--- src/hdl/wsfr_pkg.sv ---
// Package with the phase codes, header constants and result type of the frame receiver.
package wsfr_pkg;

  localparam int unsigned ByteW  = 8;
  localparam int unsigned LenW   = 16;
  localparam int unsigned PhaseW = 4;
  localparam int unsigned MaskN  = 4;
  localparam int unsigned MaskIdxW = $clog2(MaskN);

  localparam logic [ByteW-1:0] LenFieldMask = 8'h7f;
  localparam logic [6:0]       LenExtended  = 7'd126;
  localparam logic [6:0]       LenFail      = 7'd127;

  localparam logic [PhaseW-1:0] PhHdr0    = 4'd0;
  localparam logic [PhaseW-1:0] PhHdr1    = 4'd1;
  localparam logic [PhaseW-1:0] PhExtHi   = 4'd2;
  localparam logic [PhaseW-1:0] PhExtLo   = 4'd3;
  localparam logic [PhaseW-1:0] PhMask0   = 4'd4;
  localparam logic [PhaseW-1:0] PhMask1   = 4'd5;
  localparam logic [PhaseW-1:0] PhMask2   = 4'd6;
  localparam logic [PhaseW-1:0] PhMask3   = 4'd7;
  localparam logic [PhaseW-1:0] PhPayload = 4'd8;
  localparam logic [PhaseW-1:0] PhClosed  = 4'd9;

  typedef struct packed {
    logic [ByteW-1:0] payload_byte;
    logic             frame_end;
    logic             length_error;
  } result_t;

endpackage

--- src/hdl/wsfr_in_reg.sv ---
// Input register that holds one received byte until the deframer consumes it.
module wsfr_in_reg (
  input  logic                         clk_i,
  input  logic                         rst_ni,
  input  logic                         in_valid_i,
  output logic                         in_ready_o,
  input  logic [wsfr_pkg::ByteW-1:0]   rx_byte_i,
  input  logic                         take_i,
  output logic                         byte_valid_o,
  output logic [wsfr_pkg::ByteW-1:0]   byte_o
);

  logic                       valid_q, valid_d;
  logic [wsfr_pkg::ByteW-1:0] byte_q;
  logic                       load;

  assign in_ready_o = !valid_q || take_i;
  assign load       = in_valid_i && in_ready_o;

  always_comb begin
    valid_d = valid_q;
    if (load) begin
      valid_d = 1'b1;
    end else if (take_i) begin
      valid_d = 1'b0;
    end
  end

  always_ff @(posedge clk_i or negedge rst_ni) begin
    if (!rst_ni) begin
      valid_q <= 1'b0;
    end else begin
      valid_q <= valid_d;
    end
  end

  always_ff @(posedge clk_i) begin
    if (load) begin
      byte_q <= rx_byte_i;
    end
  end

  assign byte_valid_o = valid_q;
  assign byte_o       = byte_q;

endmodule

--- src/hdl/wsfr_parser.sv ---
// Frame state, mask store and per-byte unmasking logic of the frame receiver.
module wsfr_parser (
  input  logic                         clk_i,
  input  logic                         rst_ni,
  input  logic                         step_i,
  input  logic [wsfr_pkg::ByteW-1:0]   byte_i,
  output logic                         res_valid_o,
  output wsfr_pkg::result_t            res_o
);

  logic [wsfr_pkg::PhaseW-1:0]   phase_q, phase_d;
  logic [wsfr_pkg::LenW-1:0]     len_q, len_d;
  logic [wsfr_pkg::MaskIdxW-1:0] idx_q, idx_d;
  logic [wsfr_pkg::ByteW-1:0]    mask_q [wsfr_pkg::MaskN];
  logic                          mask_we;
  logic [6:0]                    code;
  logic [wsfr_pkg::LenW-1:0]     len_dec;

  assign code    = 7'(byte_i & wsfr_pkg::LenFieldMask);
  assign len_dec = len_q - 16'd1;

  always_comb begin
    phase_d     = phase_q;
    len_d       = len_q;
    idx_d       = idx_q;
    mask_we     = 1'b0;
    res_valid_o = 1'b0;
    res_o       = '0;
    unique case (phase_q)
      wsfr_pkg::PhHdr1: begin
        if (code == wsfr_pkg::LenFail) begin
          len_d              = '0;
          idx_d              = '0;
          phase_d            = wsfr_pkg::PhClosed;
          res_valid_o        = 1'b1;
          res_o.length_error = 1'b1;
        end else if (code == wsfr_pkg::LenExtended) begin
          phase_d = wsfr_pkg::PhExtHi;
        end else begin
          len_d   = wsfr_pkg::LenW'(code);
          phase_d = wsfr_pkg::PhMask0;
        end
      end
      wsfr_pkg::PhExtHi: begin
        len_d   = {byte_i, 8'h00};
        phase_d = wsfr_pkg::PhExtLo;
      end
      wsfr_pkg::PhExtLo: begin
        len_d   = {len_q[15:8], byte_i};
        phase_d = wsfr_pkg::PhMask0;
      end
      wsfr_pkg::PhMask0, wsfr_pkg::PhMask1, wsfr_pkg::PhMask2: begin
        mask_we = 1'b1;
        phase_d = phase_q + 4'd1;
      end
      wsfr_pkg::PhMask3: begin
        mask_we = 1'b1;
        idx_d   = '0;
        phase_d = (len_q == '0) ? wsfr_pkg::PhHdr0 : wsfr_pkg::PhPayload;
      end
      wsfr_pkg::PhPayload: begin
        idx_d              = idx_q + 2'd1;
        len_d              = len_dec;
        res_valid_o        = 1'b1;
        res_o.payload_byte = byte_i ^ mask_q[idx_q];
        res_o.frame_end    = (len_dec == '0);
        if (len_dec == '0) begin
          phase_d = wsfr_pkg::PhHdr0;
        end
      end
      wsfr_pkg::PhClosed: begin
        phase_d = wsfr_pkg::PhClosed;
      end
      default: begin
        phase_d = wsfr_pkg::PhHdr1;
      end
    endcase
  end

  always_ff @(posedge clk_i or negedge rst_ni) begin
    if (!rst_ni) begin
      phase_q <= wsfr_pkg::PhHdr0;
      len_q   <= '0;
      idx_q   <= '0;
      for (int i = 0; i < wsfr_pkg::MaskN; i++) begin
        mask_q[i] <= '0;
      end
    end else if (step_i) begin
      phase_q <= phase_d;
      len_q   <= len_d;
      idx_q   <= idx_d;
      if (mask_we) begin
        mask_q[phase_q[wsfr_pkg::MaskIdxW-1:0]] <= byte_i;
      end
    end
  end

endmodule

--- src/hdl/wsfr_out_reg.sv ---
// Result register that holds one deframed byte until the receiver takes it.
module wsfr_out_reg (
  input  logic              clk_i,
  input  logic              rst_ni,
  input  logic              step_i,
  input  logic              res_valid_i,
  input  wsfr_pkg::result_t res_i,
  output logic              free_o,
  output logic              out_valid_o,
  input  logic              out_ready_i,
  output wsfr_pkg::result_t res_o
);

  logic              valid_q, valid_d;
  wsfr_pkg::result_t res_q;

  assign free_o = !valid_q || out_ready_i;

  always_comb begin
    valid_d = valid_q;
    if (step_i) begin
      valid_d = res_valid_i;
    end else if (out_ready_i) begin
      valid_d = 1'b0;
    end
  end

  always_ff @(posedge clk_i or negedge rst_ni) begin
    if (!rst_ni) begin
      valid_q <= 1'b0;
    end else begin
      valid_q <= valid_d;
    end
  end

  always_ff @(posedge clk_i) begin
    if (step_i && res_valid_i) begin
      res_q <= res_i;
    end
  end

  assign out_valid_o = valid_q;
  assign res_o       = res_q;

endmodule

--- src/hdl/websocket_frame_receiver.sv ---
// Top level of the WebSocket frame receiver.
// The input channel (in_valid_i, in_ready_o, rx_byte_i) takes one raw link byte
// per request. The output channel (out_valid_o, out_ready_i) gives one request per
// payload byte: payload_byte_o is the unmasked byte and frame_end_o marks the last
// byte of a frame. A length code of 127 gives one request with length_error_o set
// and zero payload, after which every byte is accepted and dropped until reset.
// Header, extended length and mask bytes, and zero-length frames, give no request.
// A byte held in the input register is processed once the output side is free, and
// processing loads its result into the result register, which holds the request
// until the receiver takes it.
// One byte is accepted per cycle
// while the output side takes results; the rate is set by the single state update
// between the two registers.
// Reset clears both registers and returns the deframer to waiting for a header.
// When the receiver stalls, the result register holds its request and the input
// register still takes one byte; in_ready_o then drops until the output frees.
module websocket_frame_receiver (
  input  logic                       clk_i,
  input  logic                       rst_ni,
  input  logic                       in_valid_i,
  output logic                       in_ready_o,
  input  logic [wsfr_pkg::ByteW-1:0] rx_byte_i,
  output logic                       out_valid_o,
  input  logic                       out_ready_i,
  output logic [wsfr_pkg::ByteW-1:0] payload_byte_o,
  output logic                       frame_end_o,
  output logic                       length_error_o
);

  logic                       byte_valid;
  logic [wsfr_pkg::ByteW-1:0] byte_q;
  logic                       out_free;
  logic                       step;
  logic                       res_valid;
  wsfr_pkg::result_t          res;
  wsfr_pkg::result_t          out_res;

  assign step = byte_valid && out_free;

  wsfr_in_reg u_in_reg (
    .clk_i       (clk_i),
    .rst_ni      (rst_ni),
    .in_valid_i  (in_valid_i),
    .in_ready_o  (in_ready_o),
    .rx_byte_i   (rx_byte_i),
    .take_i      (step),
    .byte_valid_o(byte_valid),
    .byte_o      (byte_q)
  );

  wsfr_parser u_parser (
    .clk_i      (clk_i),
    .rst_ni     (rst_ni),
    .step_i     (step),
    .byte_i     (byte_q),
    .res_valid_o(res_valid),
    .res_o      (res)
  );

  wsfr_out_reg u_out_reg (
    .clk_i      (clk_i),
    .rst_ni     (rst_ni),
    .step_i     (step),
    .res_valid_i(res_valid),
    .res_i      (res),
    .free_o     (out_free),
    .out_valid_o(out_valid_o),
    .out_ready_i(out_ready_i),
    .res_o      (out_res)
  );

  assign payload_byte_o = out_res.payload_byte;
  assign frame_end_o    = out_res.frame_end;
  assign length_error_o = out_res.length_error;

endmodule

--- config.mk ---
export PLATFORM = sky130hd
export DESIGN_NAME = websocket_frame_receiver
export DESIGN_NICKNAME = d
export VERILOG_FILES = /design/src/hdl/wsfr_pkg.sv /design/src/hdl/wsfr_in_reg.sv /design/src/hdl/wsfr_parser.sv /design/src/hdl/wsfr_out_reg.sv /design/src/hdl/websocket_frame_receiver.sv
export SDC_FILE = /design/constraint.sdc
export NUM_CORES = 1
export LEC_CHECK = 0
export BUFFER_PORTS_ARGS = -buffer_cell sky130_fd_sc_hd__buf_2
export CELL_PAD_IN_SITES_DETAIL_PLACEMENT = 0
export CELL_PAD_IN_SITES_GLOBAL_PLACEMENT = 2
export CORE_MARGIN = 1.5
export CORE_UTILIZATION = 37
export DETAILED_ROUTE_END_ITERATION = 8
export GPL_TIMING_DRIVEN = 0
export PLACE_DENSITY_LB_ADDON = 0.1
export SLEW_MARGIN = 5
export SYNTH_ARGS = -nofsm -noshare
export SYNTH_HDL_FRONTEND = slang
export SYNTH_SLANG_ARGS = --single-unit
--- constraint.sdc ---
create_clock -name clk_i -period 2.8 [get_ports clk_i]
set_clock_uncertainty 0.15 [all_clocks]
set_input_delay 0 -clock clk_i [delete_from_list [all_inputs] [get_ports clk_i]]
set_output_delay 0 -clock clk_i [all_outputs]
set_load 0.05 [all_outputs]
[Word-level counts from Yosys, hierarchy flattened]
Cells that the tools add are included.
Storage, ports and cells
  output and inout bits: 12
  word-level logic and storage cells: 83
  register bits: 74
Operators by class
  equality and inequality tests: 14
  add/subtract/negate cells: 3
  mux-type cells: 23
  $lt $le $gt $ge: 3
  reductions and logical operators: 22
  bitwise gates (word level): 4
Operator list (count)
  16-bit case mux with 4 select lines: 1
  32-bit bitwise mux: 1
  16-bit zero test: 2
  16-bit two-way mux: 2
  4-bit case mux with 7 select lines: 1
  8-bit two-way mux: 3
  8-bit binary-select mux with 2-bit select: 1
  8-bit demux with 2-bit select: 1
  4-bit by 3-bit equality test with 1-bit output, second input constant: 4
  16-bit by 1-bit subtractor with 16-bit output, second input constant: 1
  7-bit equality test, second input constant: 2
  4-bit two-way mux: 3
  4-bit by 2-bit equality test with 1-bit output, second input constant: 2
  4-bit equality test, second input constant: 2
  8-bit bitwise XOR: 1
  3-bit greater-or-equal comparator, second input constant: 2
  1-bit two-way mux: 6
  2-bit NOT with 3-bit output: 2
  2-bit case mux with 3 select lines: 1
  3-bit AND reduction: 2
  3-bit nonzero test: 2
  4-bit by 1-bit adder with 4-bit output, second input constant: 1
  4-bit by 1-bit equality test with 1-bit output, second input constant: 1
  1-bit logical AND: 4
  other kinds (16): 21

[Longest topological paths before layout]
  depth after elaboration: 6
  gate-level depth with buffers: 10
  gate-level depth less buffers: 8

[By module]
From an unflattened synthesis, not the netlist that was laid out.
Second synthesis, totals
  cells, all modules: 344
  area, all modules: 3950.0 um2
By module, submodules not included
  wsfr_parser: area each 3294.4 um2, cells each 317, times used 1
  wsfr_out_reg: area each 355.3 um2, cells each 14, times used 1
  wsfr_in_reg: area each 294.0 um2, cells each 12, times used 1
  websocket_frame_receiver: area each 6.3 um2, cells each 1, times used 1

[Least setup slack after synthesis]
No wires, ideal clock.
  path kind: reg2reg
  from: reg u_parser.phase_q[1] in the netlist's numbering
  to: reg u_parser.len_q[6] in the netlist's numbering
  stages on the path, launching flop included: 9
  data arrival time: 2.393 ns
  setup slack: 0.131 ns
  cell sequence: dfrtp_1 inv_1 ha_1 buf_2 or3b_1 or4_1 and2_1 a21boi_1 a221o_1
On the way
  cells in the longest elaborated chain, start to end: 3
  elaborated cells between the ends (all ways): 8
  classes of those cells: eq/ne (5); mux (1); reduce/logical (2)
Ends and longest elaborated chain
  start: declaration: line wsfr_parser.sv:11  | logic [wsfr_pkg::PhaseW-1:0] phase_q, phase_d;
  start signal: assignment: line wsfr_parser.sv:82  | phase_q <= wsfr_pkg::PhHdr0;
  start signal: assignment: line wsfr_parser.sv:89  | phase_q <= phase_d;
  4-bit by 1-bit equality test with 1-bit output (tied with other cells): line wsfr_parser.sv:29  | unique case (phase_q)
  3-bit by 2-bit != test with 1-bit output (no line) or 4-bit nonzero test (tied branches)
  3-bit AND reduction (no line)
  end signal: assignment: line wsfr_parser.sv:90  | len_q <= len_d;
  end: declaration: line wsfr_parser.sv:12  | logic [wsfr_pkg::LenW-1:0] len_q, len_d;
Parallel ways exist; a longest one is shown, timed or not.
A chain may end at the register's enable or synchronous reset.

[Worst setup path in the final report]
  from: reg u_parser.len_q[3] in the netlist's numbering
  to: reg u_parser.phase_q[1] in the netlist's numbering
On the way
  cells in the longest elaborated chain, start to end: 4
Ends and longest elaborated chain
  16-bit by 1-bit subtractor with 16-bit output: line wsfr_parser.sv:20  | assign len_dec = len_q - 16'd1;
  16-bit zero test: line wsfr_parser.sv:67  | if (len_dec == '0) begin
  2-bit by 1-bit != test with 1-bit output (no line)
  2-bit AND reduction (no line)
No other way between the ends.

==> flow_metrics.py <==
metrics = {
    "critical_path": {
        "cp_max_fo": 8,
        "worstRegToRegCells": 8,
        "arrival_ns": 2.79,
        "cp_slowest_cell": "or4_4",
        "path_depth": 8,
        "cp_num_buf_inv": 2,
        "crit_path_end_kind": "flop",
        "crit_chain": "buf_6 > or4_4 > buf_6 > nor4_4 > xnor2_1 > o2111ai_2 > a21boi_2 > mux2_1",
        "cp_top_family": "simple AND/OR/NAND/NOR gates",
        "slowest_delay_ns": 0.47,
        "r2r_start": "u_parser.len_q[3]$_DFFE_PN0P_",
        "path_class": "flop to flop",
        "cp.required_ns": 2.88,
        "crit_path_start_kind": "flop",
        "crit_path_frequent_cell": "buf_6",
        "crit_path_start": "u_parser.len_q[3]$_DFFE_PN0P_",
    },
    "synth": {
        "synthArstFlopShare": 0.757,
        "yosysWarningCount": 0,
        "syn_area_um2": 3800,
        "synthFlopType": "dfrtp_1",
        "synth_nets": 356,
        "ys_seq_area_frac": 0.510,
        "syn_avg_cell_area_um2": 11.3,
        "ys_seq_elements": 74,
        "synth_largest_area_cell": "dfrtp_1",
        "synthTopCellsByArea": "dfrtp_1 (37%), edfxtp_1 (14%), mux2_2 (8.6%), mux4_2 (4.7%), nor2_1 (2.9%)",
        "synth_top_area_frac": 0.368,
        "synth_edf_count": 18,
        "yosysUniqueCellTypes": 56,
        "netlist_instances": 338,
    },
    "timing": {
        "grt_setup_unrepaired": "no",
        "finalSetupViolations": 0,
        "fin_crit_sh": 0.968,
        "fmax_ghz": 0.369,
        "post-route-min-period_ns": 2.71,
        "hold_slack_ns": 0.0992,
        "worst_slew_pin_slew_ns": 0.740,
        "slew_violations": 0,
        "finalHoldViolCount": 0,
        "max-slew-margin-rel": 0.506,
    },
    "placement": {
        "place_hpwl_um": 6510,
        "place_inst": 494,
        "port_buffers": 23,
        "gp_congestion": 0.785,
    },
    "cells_and_area": {
        "drive_above_1_share": 0.253,
        "num-nets-final": 405,
        "syn2layout_area_growth_pct": 17.2,
        "antenna_cells": 0,
        "finalNonFillerCells": 525,
    },
    "global_routing": {
        "grt_pass1_vias": 2744,
        "antenna_found_initial": 0,
        "overflow": 0,
        "grt_pass1_wl_um": 15300,
        "grt.total_usage": 0.186,
        "grt_max_degree": 57,
    },
    "run_status": {
        "outcome": "finished clean",
    },
    "floorplanning": {
        "rows": 36,
        "die_y_um": 104,
        "die_x_um": 104,
        "core_um2": 9860,
        "dieArea_um2": 10900,
        "io_pins": 24,
        "initial_utilization": 0.386,
    },
    "route": {
        "dr_total_vias": 2809,
        "drt.antenna.violating_nets": 0,
        "drc_errors": 0,
        "wirelength_um": 9690,
        "drtIter0Drc": 183,
        "route.detailed.wl_per_inst_um": 18.5,
        "drt_pass1_iterations": 4,
        "vias_per_cell": 5.35,
    },
    "flow_run": {
        "maxCapViolations": 0,
    },
    "clocking": {
        "clock-sinks": 74,
        "cts_root_buf": "clkbuf_8",
        "cts_tree": "built",
        "cts_made_buffers": 9,
        "clk_pin_slew_ns": 0.08,
        "clock_path_buffers": 2,
        "htree_num_levels": 3,
        "insertion_delay_ns": 0.36,
    },
    "min_path": {
        "hp-class": "input port to asynchronous set/reset pin",
    },
    "pwr": {
        "cellPowerDensity_nw_per_um2": 1100,
        "p_leak_nw": 1.84,
        "vdd_ir_drop_max_uv": 364,
    },
}
-- what timing repair did --
item | CTS | global route
endpoints found under the setup margin | 27 | 26
hold buffers | 12 | 0
gates resized for setup | 5 | 6
setup buffers | 3 | 5
gates cloned | 0 | 1
hold endpoints to repair | 66 | 0
pin swaps | 2 | 3
-- metrics by stage --
| stage | setup TNS (ns) | worst slack [ns] | power (mW) | cell area, um^2 | util |
|---|---|---|---|---|---|
| after floorplan | 0 | 0.131 | 3.46 | 3800 | - |
| after global placement | -3.37 | -0.189 | 4.00 | 4090 | 0.414 |
| after detailed placement | -3.04 | -0.170 | 4.01 | 4090 | 0.415 |
| after CTS | 0 | 0.00339 | 4.84 | 4400 | 0.446 |
| after global routing | 0 | 0.000298 | 5.24 | 4460 | 0.452 |
| final | 0 | 0.0908 | 4.89 | 4460 | 0.452 |
-- worst paths after layout --
path	endpoint	slack, ns
worst max-delay path	u_parser.phase_q[1]$_DFFE_PN0P_	0.09
worst min-delay path	u_parser.len_q[8]$_DFFE_PN0P_	0.1
worst max register to register	u_parser.phase_q[1]$_DFFE_PN0P_	0.09
worst min register to register	u_parser.mask_q[0]$_DFFE_PN0P_	0.33
max in group asynchronous	u_parser.mask_q[24]$_DFFE_PN0P_	1.91
min in group clk_i	u_in_reg.byte_o[4]$_DFFE_PP_	0.20
-- Yosys cell counts, types with 8 or more instances --
cell type,count
dfrtp_1,56
mux2_2,29
nor2_1,29
nand2_1,20
edfxtp_1,18
o21ai_0,18
clkbuf_1,15
o21ai_1,15
xnor2_1,11
a21oi_1,10
inv_1,10
nor3_1,10
mux4_2,8
nand3_1,8
-- cells by family after synthesis --
family,share of synthesized area
AND/OR/NAND/NOR,0.138
flip-flops,0.510
AO/OA/AOI/OAI,0.128
multiplexers,0.139
buffers and inverters,0.0372
XOR/XNOR,0.0276
adder cells (fa/ha/maj),0.0197
-- state kept, by name, indices dropped and copies added (netlist names) --
| signal | count |
|---|---|
| u_parser.mask_q | 32 |
| u_parser.len_q | 16 |
| u_out_reg.res_o | 10 |
| u_in_reg.byte_o | 8 |
| u_parser.phase_q | 4 |
| u_parser.idx_q | 2 |
| u_in_reg.byte_valid_o | 1 |
| u_out_reg.out_valid_o | 1 |
-- power by group --
group / switching (mW) / internal (mW) / total [mW]
Sequential: 0.283 / 1.51 / 1.79
Combinational: 1.28 / 1.05 / 2.33
Clock: 0.416 / 0.347 / 0.763
Total: 1.98 / 2.91 / 4.89
-- routing by layer --
metal  track usage  routed length (um)  vias to the layer above
met5             0                   0                        -
met1         0.245                4350                     1376
met4        0.0784                 230                        0
met3        0.0345                 452                       15
met2         0.302                4660                       73
li1              -                   -                     1345
-- placed cells by master (no fill, tap or decap), types with 6 or more instances in the layout --
cell type / netlist / routed
clkbuf_1: 15 / 12
inv_1: 10 / 9
buf_2: 2 / 23
o21ai_1: 15 / 15
nand2_1: 20 / 20
o21ai_0: 18 / 18
xnor2_1: 11 / 11
nor3_1: 10 / 10
nor2_1: 29 / 29
nand3_1: 8 / 8
dfrtp_1: 56 / 56
mux2_2: 29 / 29
buf_4: 0 / 9
ha_1: 6 / 6
edfxtp_1: 18 / 18
dlygate4sd3_1: 0 / 12
mux4_2: 8 / 8
clkbuf_8: 0 / 10
a21oi_1: 10 / 10
-- final cells by class --
class / count / area (um^2)
fill: 950 / 5410
sequential: 74 / 1940
multi-input combinational: 231 / 1740
timing repair buffer: 44 / 303
tap: 133 / 166
clock buffer: 12 / 145
buffer: 17 / 93.8
inverter: 10 / 41.3
clock inverter: 4 / 26.3
Power figures use the tool's default switching activity.
